<file path="src/sv/sha256_pkg.sv">
// Shared types, constants and round functions for the SHA-256 stream hasher.
package sha256_pkg;

    localparam logic [1:0] OP_ABSORB      = 2'd0;
    localparam logic [1:0] OP_ABSORB_LAST = 2'd1;
    localparam logic [1:0] OP_FINISH      = 2'd2;

    localparam logic [7:0] PAD_MARKER = 8'h80;

    // Datapath command from the controller.
    typedef struct packed {
        logic       write_byte;   // write wr_byte at wr_addr
        logic [5:0] wr_addr;
        logic [7:0] wr_byte;
        logic       add_bits;     // count eight more message bits
        logic       put_length;   // write length into bytes 56..63
        logic       start_block;  // load working vars and begin rounds
        logic       round_step;   // run one round
        logic       fold_chain;   // add working vars into chain
        logic       reset_chain;  // restore initial hash and clear length
    } sha_cmd_t;

    typedef struct packed {
        logic last_round;
    } sha_stat_t;

    function automatic logic [31:0] round_k(input logic [5:0] i);
        logic [31:0] k [64];
        k = '{
            32'h428a2f98, 32'h71374491, 32'hb5c0fbcf, 32'he9b5dba5, 32'h3956c25b, 32'h59f111f1,
            32'h923f82a4, 32'hab1c5ed5, 32'hd807aa98, 32'h12835b01, 32'h243185be, 32'h550c7dc3,
            32'h72be5d74, 32'h80deb1fe, 32'h9bdc06a7, 32'hc19bf174, 32'he49b69c1, 32'hefbe4786,
            32'h0fc19dc6, 32'h240ca1cc, 32'h2de92c6f, 32'h4a7484aa, 32'h5cb0a9dc, 32'h76f988da,
            32'h983e5152, 32'ha831c66d, 32'hb00327c8, 32'hbf597fc7, 32'hc6e00bf3, 32'hd5a79147,
            32'h06ca6351, 32'h14292967, 32'h27b70a85, 32'h2e1b2138, 32'h4d2c6dfc, 32'h53380d13,
            32'h650a7354, 32'h766a0abb, 32'h81c2c92e, 32'h92722c85, 32'ha2bfe8a1, 32'ha81a664b,
            32'hc24b8b70, 32'hc76c51a3, 32'hd192e819, 32'hd6990624, 32'hf40e3585, 32'h106aa070,
            32'h19a4c116, 32'h1e376c08, 32'h2748774c, 32'h34b0bcb5, 32'h391c0cb3, 32'h4ed8aa4a,
            32'h5b9cca4f, 32'h682e6ff3, 32'h748f82ee, 32'h78a5636f, 32'h84c87814, 32'h8cc70208,
            32'h90befffa, 32'ha4506ceb, 32'hbef9a3f7, 32'hc67178f2
        };
        return k[i];
    endfunction

    function automatic logic [31:0] initial_h(input logic [2:0] i);
        logic [31:0] h [8];
        h = '{32'h6a09e667, 32'hbb67ae85, 32'h3c6ef372, 32'ha54ff53a,
              32'h510e527f, 32'h9b05688c, 32'h1f83d9ab, 32'h5be0cd19};
        return h[i];
    endfunction

    function automatic logic [31:0] ror32(input logic [31:0] x, input int n);
        return (x >> n) | (x << (32 - n));
    endfunction

endpackage

</file>
<file path="src/sv/sha256_dp.sv">
// Datapath: block words that double as the schedule window, round unit and chaining state.
module sha256_dp import sha256_pkg::*; (
    input  logic        aclk,
    input  logic        aresetn,
    input  sha_cmd_t    cmd,
    output sha_stat_t   stat,
    input  logic [2:0]  rd_index,
    output logic [31:0] rd_word
);

    logic [31:0] w_reg [16];
    logic [31:0] v_reg [8];
    logic [31:0] h_reg [8];
    logic [63:0] bits_reg;
    logic [5:0]  round_reg;

    logic [31:0] w_cur, w_new, s0, s1;
    logic [31:0] big0, big1, ch, maj, t1, t2;
    logic [4:0]  lane_lsb;

    // Byte 0 of a word is its most significant byte.
    assign lane_lsb = {~cmd.wr_addr[1:0], 3'b000};

    assign w_cur = w_reg[0];
    assign s0 = ror32(w_reg[1], 7) ^ ror32(w_reg[1], 18) ^ (w_reg[1] >> 3);
    assign s1 = ror32(w_reg[14], 17) ^ ror32(w_reg[14], 19) ^ (w_reg[14] >> 10);
    assign w_new = s1 + w_reg[9] + s0 + w_reg[0];

    assign big1 = ror32(v_reg[4], 6) ^ ror32(v_reg[4], 11) ^ ror32(v_reg[4], 25);
    assign ch   = (v_reg[4] & v_reg[5]) ^ (~v_reg[4] & v_reg[6]);
    assign t1   = v_reg[7] + big1 + ch + round_k(round_reg) + w_cur;
    assign big0 = ror32(v_reg[0], 2) ^ ror32(v_reg[0], 13) ^ ror32(v_reg[0], 22);
    assign maj  = (v_reg[0] & v_reg[1]) ^ (v_reg[0] & v_reg[2]) ^ (v_reg[1] & v_reg[2]);
    assign t2   = big0 + maj;

    assign stat.last_round = (round_reg == 6'd63);
    assign rd_word = h_reg[rd_index];

    always_ff @(posedge aclk) begin
        if (cmd.write_byte) begin
            w_reg[cmd.wr_addr[5:2]][lane_lsb +: 8] <= cmd.wr_byte;
        end
        if (cmd.put_length) begin
            w_reg[14] <= bits_reg[63:32];
            w_reg[15] <= bits_reg[31:0];
        end
        if (cmd.start_block) begin
            for (int k = 0; k < 8; k++) begin
                v_reg[k] <= h_reg[k];
            end
        end else if (cmd.round_step) begin
            for (int k = 0; k < 15; k++) begin
                w_reg[k] <= w_reg[k + 1];
            end
            w_reg[15] <= w_new;
            v_reg[7] <= v_reg[6];
            v_reg[6] <= v_reg[5];
            v_reg[5] <= v_reg[4];
            v_reg[4] <= v_reg[3] + t1;
            v_reg[3] <= v_reg[2];
            v_reg[2] <= v_reg[1];
            v_reg[1] <= v_reg[0];
            v_reg[0] <= t1 + t2;
        end
    end

    always_ff @(posedge aclk) begin
        if (!aresetn) begin
            round_reg <= '0;
            bits_reg  <= '0;
            for (int k = 0; k < 8; k++) begin
                h_reg[k] <= initial_h(3'(k));
            end
        end else begin
            if (cmd.start_block) begin
                round_reg <= '0;
            end else if (cmd.round_step) begin
                round_reg <= round_reg + 6'd1;
            end
            if (cmd.reset_chain) begin
                bits_reg <= '0;
                for (int k = 0; k < 8; k++) begin
                    h_reg[k] <= initial_h(3'(k));
                end
            end else begin
                if (cmd.add_bits) begin
                    bits_reg <= bits_reg + 64'd8;
                end
                if (cmd.fold_chain) begin
                    for (int k = 0; k < 8; k++) begin
                        h_reg[k] <= h_reg[k] + v_reg[k];
                    end
                end
            end
        end
    end

endmodule

</file>
<file path="src/sv/sha256_ctrl.sv">
// Controller: byte intake, padding sequence, round sequencing and digest output.
module sha256_ctrl import sha256_pkg::*; (
    input  logic        aclk,
    input  logic        aresetn,
    input  logic        s_tvalid,
    output logic        s_tready,
    input  logic [1:0]  op,
    input  logic [7:0]  data_byte,
    output logic        m_tvalid,
    input  logic        m_tready,
    output logic [2:0]  word_index,
    output logic        last_word,
    output sha_cmd_t    cmd,
    input  sha_stat_t   stat
);

    typedef enum logic [6:0] {
        ST_IDLE  = 7'b0000001,
        ST_PAD   = 7'b0000010,
        ST_LEN   = 7'b0000100,
        ST_START = 7'b0001000,
        ST_ROUND = 7'b0010000,
        ST_FOLD  = 7'b0100000,
        ST_OUT   = 7'b1000000
    } state_t;

    state_t      state_reg, state_next;
    logic [6:0]  fill_reg, fill_next;
    logic        fin_reg, fin_next;     // message end pending
    logic        final_reg, final_next; // current block holds the length
    logic [2:0]  idx_reg, idx_next;
    logic        take;

    assign s_tready   = (state_reg == ST_IDLE);
    assign take       = s_tvalid && s_tready;
    assign m_tvalid   = (state_reg == ST_OUT);
    assign word_index = idx_reg;
    assign last_word  = (idx_reg == 3'd7);

    always_comb begin
        state_next = state_reg;
        fill_next  = fill_reg;
        fin_next   = fin_reg;
        final_next = final_reg;
        idx_next   = idx_reg;
        cmd        = '0;
        cmd.wr_addr = fill_reg[5:0];
        cmd.wr_byte = data_byte;
        case (state_reg)
            ST_IDLE: begin
                if (take && (op == OP_ABSORB || op == OP_ABSORB_LAST)) begin
                    cmd.write_byte = 1'b1;
                    cmd.add_bits   = 1'b1;
                    fill_next      = fill_reg + 7'd1;
                    fin_next       = (op == OP_ABSORB_LAST);
                    if (fill_reg == 7'd63) begin
                        state_next = ST_START;
                    end else if (op == OP_ABSORB_LAST) begin
                        state_next = ST_PAD;
                    end
                end else if (take && op == OP_FINISH) begin
                    fin_next   = 1'b1;
                    state_next = ST_PAD;
                end
            end
            ST_PAD: begin
                // Marker byte then zeros up to the length field or block end.
                cmd.write_byte = 1'b1;
                cmd.wr_byte    = (fill_reg[6]) ? 8'h00 : PAD_MARKER;
                cmd.wr_addr    = fill_reg[5:0];
                if (fill_reg[6]) begin
                    fill_next = {1'b1, fill_reg[5:0] + 6'd1};
                end else begin
                    fill_next = {1'b1, fill_reg[5:0] + 6'd1};
                end
                if (!fill_reg[6] && fill_reg[5:0] == 6'd63) begin
                    state_next = ST_START;
                    fill_next  = 7'd0;
                end else if (fill_reg[6] && fill_reg[5:0] == 6'd63) begin
                    state_next = ST_START;
                    fill_next  = 7'd0;
                end else if (fill_reg[5:0] == 6'd55 && !(fill_reg[6] == 1'b0
                             && fill_reg[5:0] > 6'd55)) begin
                    state_next = ST_LEN;
                end
            end
            ST_LEN: begin
                cmd.put_length = 1'b1;
                final_next     = 1'b1;
                state_next     = ST_START;
            end
            ST_START: begin
                cmd.start_block = 1'b1;
                state_next      = ST_ROUND;
            end
            ST_ROUND: begin
                cmd.round_step = 1'b1;
                if (stat.last_round) begin
                    state_next = ST_FOLD;
                end
            end
            ST_FOLD: begin
                cmd.fold_chain = 1'b1;
                fill_next      = 7'd0;
                if (final_reg) begin
                    idx_next   = 3'd0;
                    state_next = ST_OUT;
                end else if (fin_reg) begin
                    // A block closed by the final byte still needs the marker at byte 0;
                    // a block closed by padding continues with zeros from byte 0.
                    fill_next  = {~fill_reg[6], 6'd0};
                    state_next = ST_PAD;
                end else begin
                    state_next = ST_IDLE;
                end
            end
            ST_OUT: begin
                if (m_tready) begin
                    idx_next = idx_reg + 3'd1;
                    if (idx_reg == 3'd7) begin
                        cmd.reset_chain = 1'b1;
                        fin_next   = 1'b0;
                        final_next = 1'b0;
                        fill_next  = 7'd0;
                        state_next = ST_IDLE;
                    end
                end
            end
            default: state_next = ST_IDLE;
        endcase
    end

    always_ff @(posedge aclk) begin
        if (!aresetn) begin
            state_reg <= ST_IDLE;
            fill_reg  <= '0;
            fin_reg   <= 1'b0;
            final_reg <= 1'b0;
            idx_reg   <= '0;
        end else begin
            state_reg <= state_next;
            fill_reg  <= fill_next;
            fin_reg   <= fin_next;
            final_reg <= final_next;
            idx_reg   <= idx_next;
        end
    end

    a_ready_idle: assert property (@(posedge aclk) disable iff (!aresetn)
        s_tready |-> !m_tvalid) else $error("input ready while emitting");
    a_out_hold: assert property (@(posedge aclk) disable iff (!aresetn)
        m_tvalid && !m_tready |=> m_tvalid && $stable(idx_reg))
        else $error("digest word dropped");
    a_fold_after_round: assert property (@(posedge aclk) disable iff (!aresetn)
        state_reg == ST_FOLD |-> $past(state_reg) == ST_ROUND)
        else $error("fold without rounds");

endmodule

</file>
<file path="src/sv/sha256_stream_hasher_top.sv">
// Top level of the SHA-256 stream hasher: controller plus datapath.
// Throughput: one byte per cycle while filling; a full block is then processed (load,
// 64 rounds, fold) by the single round unit, and input is not ready meanwhile.
// Finish: one padding write per cycle (at most 56 per block), a length write, and the
// load, rounds and fold for each padding block, then 8 digest transfers. Reset
// (aresetn low, synchronous) restores the initial hash, clears length and fill.
module sha256_stream_hasher_top import sha256_pkg::*; (
    input  logic        aclk,
    input  logic        aresetn,
    input  logic        s_tvalid,
    output logic        s_tready,
    input  logic [15:0] s_tdata,   // [1:0] op, [9:2] data_byte, rest zero
    output logic        m_tvalid,
    input  logic        m_tready,
    output logic [39:0] m_tdata,   // [31:0] digest_word, [34:32] word_index, rest zero
    output logic        m_tlast    // last_word
);

    sha_cmd_t   cmd;
    sha_stat_t  stat;
    logic [2:0]  idx;
    logic [31:0] word;

    sha256_ctrl u_ctrl (
        .aclk(aclk), .aresetn(aresetn),
        .s_tvalid(s_tvalid), .s_tready(s_tready),
        .op(s_tdata[1:0]), .data_byte(s_tdata[9:2]),
        .m_tvalid(m_tvalid), .m_tready(m_tready),
        .word_index(idx), .last_word(m_tlast),
        .cmd(cmd), .stat(stat)
    );

    sha256_dp u_dp (
        .aclk(aclk), .aresetn(aresetn),
        .cmd(cmd), .stat(stat),
        .rd_index(idx), .rd_word(word)
    );

    assign m_tdata = {5'd0, idx, word};

endmodule

</file>
<file path="config.mk">
export PLATFORM = sky130hd
export DESIGN_NAME = sha256_stream_hasher_top
export DESIGN_NICKNAME = d
export VERILOG_FILES = /design/src/sv/sha256_pkg.sv /design/src/sv/sha256_dp.sv /design/src/sv/sha256_ctrl.sv /design/src/sv/sha256_stream_hasher_top.sv
export SDC_FILE = /design/constraint.sdc
export NUM_CORES = 2
export LEC_CHECK = 0
export BUFFER_PORTS_ARGS = -buffer_cell sky130_fd_sc_hd__buf_2
export CORE_AREA = 2 2 387 389
export CTS_CLUSTER_DIAMETER = 40
export DETAILED_ROUTE_END_ITERATION = 10
export DIE_AREA = 0 0 389 391
export PLACE_DENSITY = 0.65
export SYNTH_ARGS = -nofsm -noshare
export SYNTH_HDL_FRONTEND = slang
export SYNTH_SLANG_ARGS = --single-unit
</file>
<file path="constraint.sdc">
create_clock -name aclk -period 15.8 [get_ports aclk]
set_input_delay 4.74 -clock aclk [delete_from_list [all_inputs] [get_ports aclk]]
set_output_delay 4.74 -clock aclk [all_outputs]
set_load 0.05 [all_outputs]
</file>
==> After elaboration in Yosys (flattened, before gate mapping) <==
Memories as Yosys holds them, arrays and structs flattened. A register that Yosys moved wholly into a read port is not among the register bits.
Cells that the tools add are included.
{ "word_totals": {"rom_bits": 2048, "mem_bits_rw": 1024, "output_inout_bits": 43, "register_bits": 89, "memories": 4} }
{ "memory_table": {"columns": ["name", "words", "width", "rd", "rd_clocked_by_memory_dff", "write_ports", "line", "rtl"], "rows": [
  ["(name not given)", 64, 32, 1, 0, 0, "sha256_pkg.sv:42", "return k[i];"],
  ["u_dp.w_reg", 16, 32, 16, 0, 16, "sha256_dp.sv:11", "logic [31:0] w_reg [16];"],
  ["u_dp.h_reg", 8, 32, 9, 1, 8, "sha256_dp.sv:13", "logic [31:0] h_reg [8];"],
  ["u_dp.v_reg", 8, 32, 8, 0, 8, "sha256_dp.sv:12", "logic [31:0] v_reg [8];"]
]} }
{ "classes": {"order_cmp": 2, "reduce_logical": 23, "shifts": 2, "mux": 92, "n_eq_ne": 22, "addsub": 24, "bitwise": 57} }
{ "op_table": {"columns": ["op", "count"], "rows": [
  ["$mux W32", 31],
  ["$add A32 B32 Y32", 18],
  ["$xor A32 B32 Y32", 9],
  ["$and A32 B32 Y32", 5],
  ["$mux W7", 18],
  ["$add A64 B4 Y64 const B", 1],
  ["$pmux W7 S7", 1],
  ["$not A32 Y32", 1],
  ["$or A10 B32 Y32", 1],
  ["$or A13 B32 Y32", 1],
  ["$or A14 B32 Y32", 1],
  ["$or A15 B32 Y32", 1],
  ["$or A19 B32 Y32", 1],
  ["$or A21 B32 Y32", 1],
  ["$or A25 B32 Y32", 1],
  ["$or A26 B32 Y32", 1],
  ["$or A30 B32 Y32", 1],
  ["$or A7 B32 Y32", 1],
  ["$reduce_or A32 Y1", 1],
  ["$shift A8 B7 Y32 const A", 1],
  ["$shiftx A8 B7 Y32", 1],
  ["$xor A32 B22 Y32", 1],
  ["$xor A32 B29 Y32", 1],
  ["$mux W1", 29],
  ["43 further kinds", 94]
]} }

==> Logic depth before layout (Yosys ltp) <==
An unclocked memory read counts as a cell.
{ "logic_depth": {"word_depth": 10, "mapped_depth": 44, "mapped_depth_nobuf": 41} }

==> Cells and area by module <==
From an unflattened synthesis, not the netlist that was laid out.
{ "hier_totals": {"cells_unflattened": 7209, "hier_area_um2": 73986.0} }
{ "modules_own_cells": {"columns": ["mod", "area_per_inst_um2", "n_inst", "cells_per_inst"], "rows": [
  ["sha256_dp", 72679.7, 1, 7039],
  ["sha256_ctrl", 1265.0, 1, 164],
  ["sha256_stream_hasher_top", 41.3, 1, 6]
]} }

==> Worst setup path after synthesis <==
No wires, ideal clock.
{ "synth_timing": {"kind": "register -> register", "start": "register u_dp.round_reg[0]", "end": "memory u_dp.v_reg[0][31], data pin", "setup_slack_ns": 7.120, "stages_incl_launch_ff": 42, "period_less_slack_ns": 8.680, "t_arrival_ns": 8.417, "setup_time_ns": 0.263, "n_path_buf": 4, "path_cell_list": "dfxtp_1 -> clkbuf_1 -> inv_1 -> clkbuf_1 -> ha_1 -> clkbuf_1 -> clkbuf_1 -> nand2_1 -> a21oi_1 -> a21oi_1 -> o211ai_1 -> o21ai_0 -> fa_1 -> fa_1 -> fa_1 -> inv_1 -> ha_1 -> fa_1 -> [6 not listed] -> nor2_1 -> o21bai_1 -> a21oi_1 -> xnor2_1 -> inv_1 -> fa_1 -> inv_1 -> ha_1 -> nand4_1 -> or2_2 -> nor4b_1 -> nor3_1 -> nor2_1 -> a22oi_1 -> a21oi_1 -> xnor2_1 -> xnor2_1 -> o21ai_1"} }
{ "synth_rtl": {"columns": ["element", "line", "rtl"], "rows": [
  ["from (decl)", "sha256_dp.sv:15", "logic [5:0] round_reg;"],
  ["from (signal assigned)", "sha256_dp.sv:78", "round_reg <= round_reg + 6'd1;"],
  ["to (decl)", "sha256_dp.sv:12", null]
]} }

==> impl_metrics.ini <==
[grt]
antenna_found_initial = 2
gr-usage-met1_pct = 43.9
grt_usage_pct = 30.0
grt_pass1_vias = 53800
grt_busiest_layer = met2
grt_first_pass_wirelength_microns = 344000
grt_start_max_net_pins = 145
globalRouteMet3Util_pct = 6.58
grt_remaining_overflow = 0
gr-usage-met2_pct = 43.9

[cts]
root_buffer = clkbuf_16
hold_buffers = 0
cts_tree = built
ctsResizeCount = 0
cts.sinks = 1113
path_clk_slew_ns = 0.05
cts_buffers = 190
post_cts_buffers = 0
htree_levels = 4
clock_path_buffers = 3
clkLatencyLatePin_ns = 0.84

[floorplan]
io-pin-count = 63
fp.coreArea_sq_um = 149000
start_util_pct = 49.6
dieWidth_microns = 389
rows = 142
die_area_sq_um = 152000
die_y_microns = 391

[sta]
hold_viol_final = 0
drv_slew = 0
fmax_mhz = 89.3
relSlewSlack_pct = 10.0
fin_tns_setup_ns = 0
rsz0062_at_grt = no
setup_viol = 0
worst_pin_slew_ns = 1.34
finClkSkew_ns = 0.0535
finalCritPeriodShare_pct = 70.9
period_needed_ns = 11.20
hold_ws_ns = 0.492

[layout]
syn2layout_area_growth_pct = 11.7
largest_reg_flops = 512
multi_input_area_sq_um = 38700
fin_nets = 7867
drive_above_1_share_pct = 9.17
layout.filler_cells = 12900
ff_latch_area_sq_um = 32200

[worst_setup_path]
start_kind = flop
path_buf_inv = 9
cpMaxStageDelayCell = o311ai_1
required_ns = 16.34
rr_worst_depth = 40
path_max_fanout = 24
crit_type = flop to flop
path_depth = 40
cp_top_family = compound AO/OA/AOI/OAI gates
cp.arrival_ns = 11.74
r2r_slack_ns = 4.60
end_kind = flop
cpPeakStageDelay_ns = 0.82

[power]
pwr-share-clk_pct = 46.3
p_leak_uw = 0.0349
p_per_area_nw_per_um2 = 110
p_comb_share_pct = 16.7
ir_worst_vdd_mv = 0.117
p_total_uw = 9040
switching_share_pct = 28.2
p_switching_uw = 2550
seqPwrFrac_pct = 37.0
p_int_uw = 6480

[synthesis]
ys_seq_area_share_pct = 43.8
synth_top_cell_area_share_pct = 40.5
synth-seq-cells = 1113
synth_edf_count = 992
async_flop_share_pct = 0
syn_avg_cell_area_sq_um = 10.1
yosys_warnings = 0
ys_top_cells_by_area = edfxtp_1, ha_1, nand2_1, a21o_1, fa_1
yosys.area.top_type = edfxtp_1
synth_cell_types = 109
synth_area_sq_um = 73600
syn_inst = 7301
synth_ff_type = edfxtp_1

[hold_path]
min_path_cells = 2
hp-class = flop to flop

[detailed_routing]
wire_per_inst_microns = 24.7
drtPass1Iterations = 8
viasPerCell = 6.07
detail-route-antenna-nets = 0
drt_iter0_markers = 6796
drc = 0
via_count = 56800
finalWirelength_microns = 231000

[place]
routabilityCongestion = 0.979
hpwl_microns = 170000
portBuffers = 51

[status]
status = complete, no violations

[run]
maxCapViolCount = 0
cells in the final DEF (no fill, tap or decap), drive strengths merged, types with 34 or more instances in the layout:
cell    netlist  layout
buf          45     152
clkinv        1      78
o21ai       459     459
xnor2       363     363
nor2        362     362
clkbuf      351     216
a31oi        46      46
fa          195     195
dfxtp       121     121
mux4         70      70
nor3         89      89
xor2        267     267
a21oi       401     401
and3         78      78
nand3       103     103
o21a         53      53
nor2b        85      85
o21bai       34      34
o211ai       40      40
a21o        531     531
mux2         40      40
mux2i        35      35
nand2b       70      70
ha          399     399
edfxtp      992     992
inv         348     379
nand2      1320    1320
a221o        41      41
metal layers:
metal | routed length (microns) | share of wire, %
met1 | 102000 | 44
met2 | 99300 | 43
met3 | 22700 | 9.8
met4 | 7470 | 3.2
met5 | 0 | 0
power by group through the flow:
stage	Sequential [uW]	Combinational, uW	Clock, uW
after floorplan	3370	1100	0
after global placement	3400	1460	0
after detailed placement	3400	1480	0
after CTS	3340	1490	4230
after global routing	3340	1660	4360
final	3340	1510	4190
kinds of logic (layout without fill, tap and decap cells):
kind of cell | Yosys count | after routing | share of synthesized area, %
and+or+nand+nor | 2260 | 2260 | 13.4
AOI/OAI and AO/OA | 1810 | 1810 | 16.2
DFF | 1113 | 1113 | 43.8
buffers and inverters | 745 | 859 | 3.83
xor gates and xnor gates | 630 | 630 | 7.50
adders and majority gates | 597 | 597 | 12.1
muxes | 145 | 145 | 3.23
other | 1 | 6 | 0.00510
area by class of cell:
| cell class | instances | share of cell area [%] |
|---|---|---|
| inverter | 349 | 1.60 |
| tap | 1944 | 2.96 |
| multi-input combinational | 5447 | 47.0 |
| timing repair buffer | 152 | 1.26 |
| clock inverter | 142 | 1.91 |
| clock buffer | 216 | 6.02 |
| sequential | 1113 | 39.2 |
| antenna | 1 | 0.00304 |
stage by stage:
stage	utilization [%]	std cells	setup WS [ns]	cell area [sq um]
6_report	55.3	9364	4.60	82200
5_1_grt	55.3	9363	4.00	82200
4_1_cts	55.3	9363	4.90	82200
3_5_place_dp	50.9	9005	4.95	75700
3_3_place_gp	50.9	9005	4.88	75700
2_1_floorplan	-	7305	7.12	73600
synth_stat cells (78+ instances only):
cell type / number
fa_1: 195
a21o_1: 530
a21oi_1: 392
clkbuf_1: 351
nand2_1: 1319
and3_1: 78
o21ai_0: 423
inv_1: 347
xor2_1: 267
edfxtp_1: 992
ha_1: 399
nand3_1: 103
nor2b_1: 85
nor3_1: 84
xnor2_1: 363
dfxtp_1: 121
nor2_1: 360
worst min-delay path, delay by kind of cell (launching register included):
kind | cells | cell delay (ns)
AND/OR/NAND/NOR | 1 | 0.06
AO/OA/AOI/OAI | 1 | 0.05
flip-flops | 1 | 0.33
final timing paths:
kind / start / endpoint
max: u_dp.round_reg[0] / u_dp.v_reg[0][31]
min reg2reg: u_dp.h_reg[0][22] / u_dp.h_reg[0][22]
min: u_dp.h_reg[0][22] / u_dp.h_reg[0][22]
max reg2reg: u_dp.round_reg[0] / u_dp.v_reg[0][31]
Power figures use the tool's default switching activity.
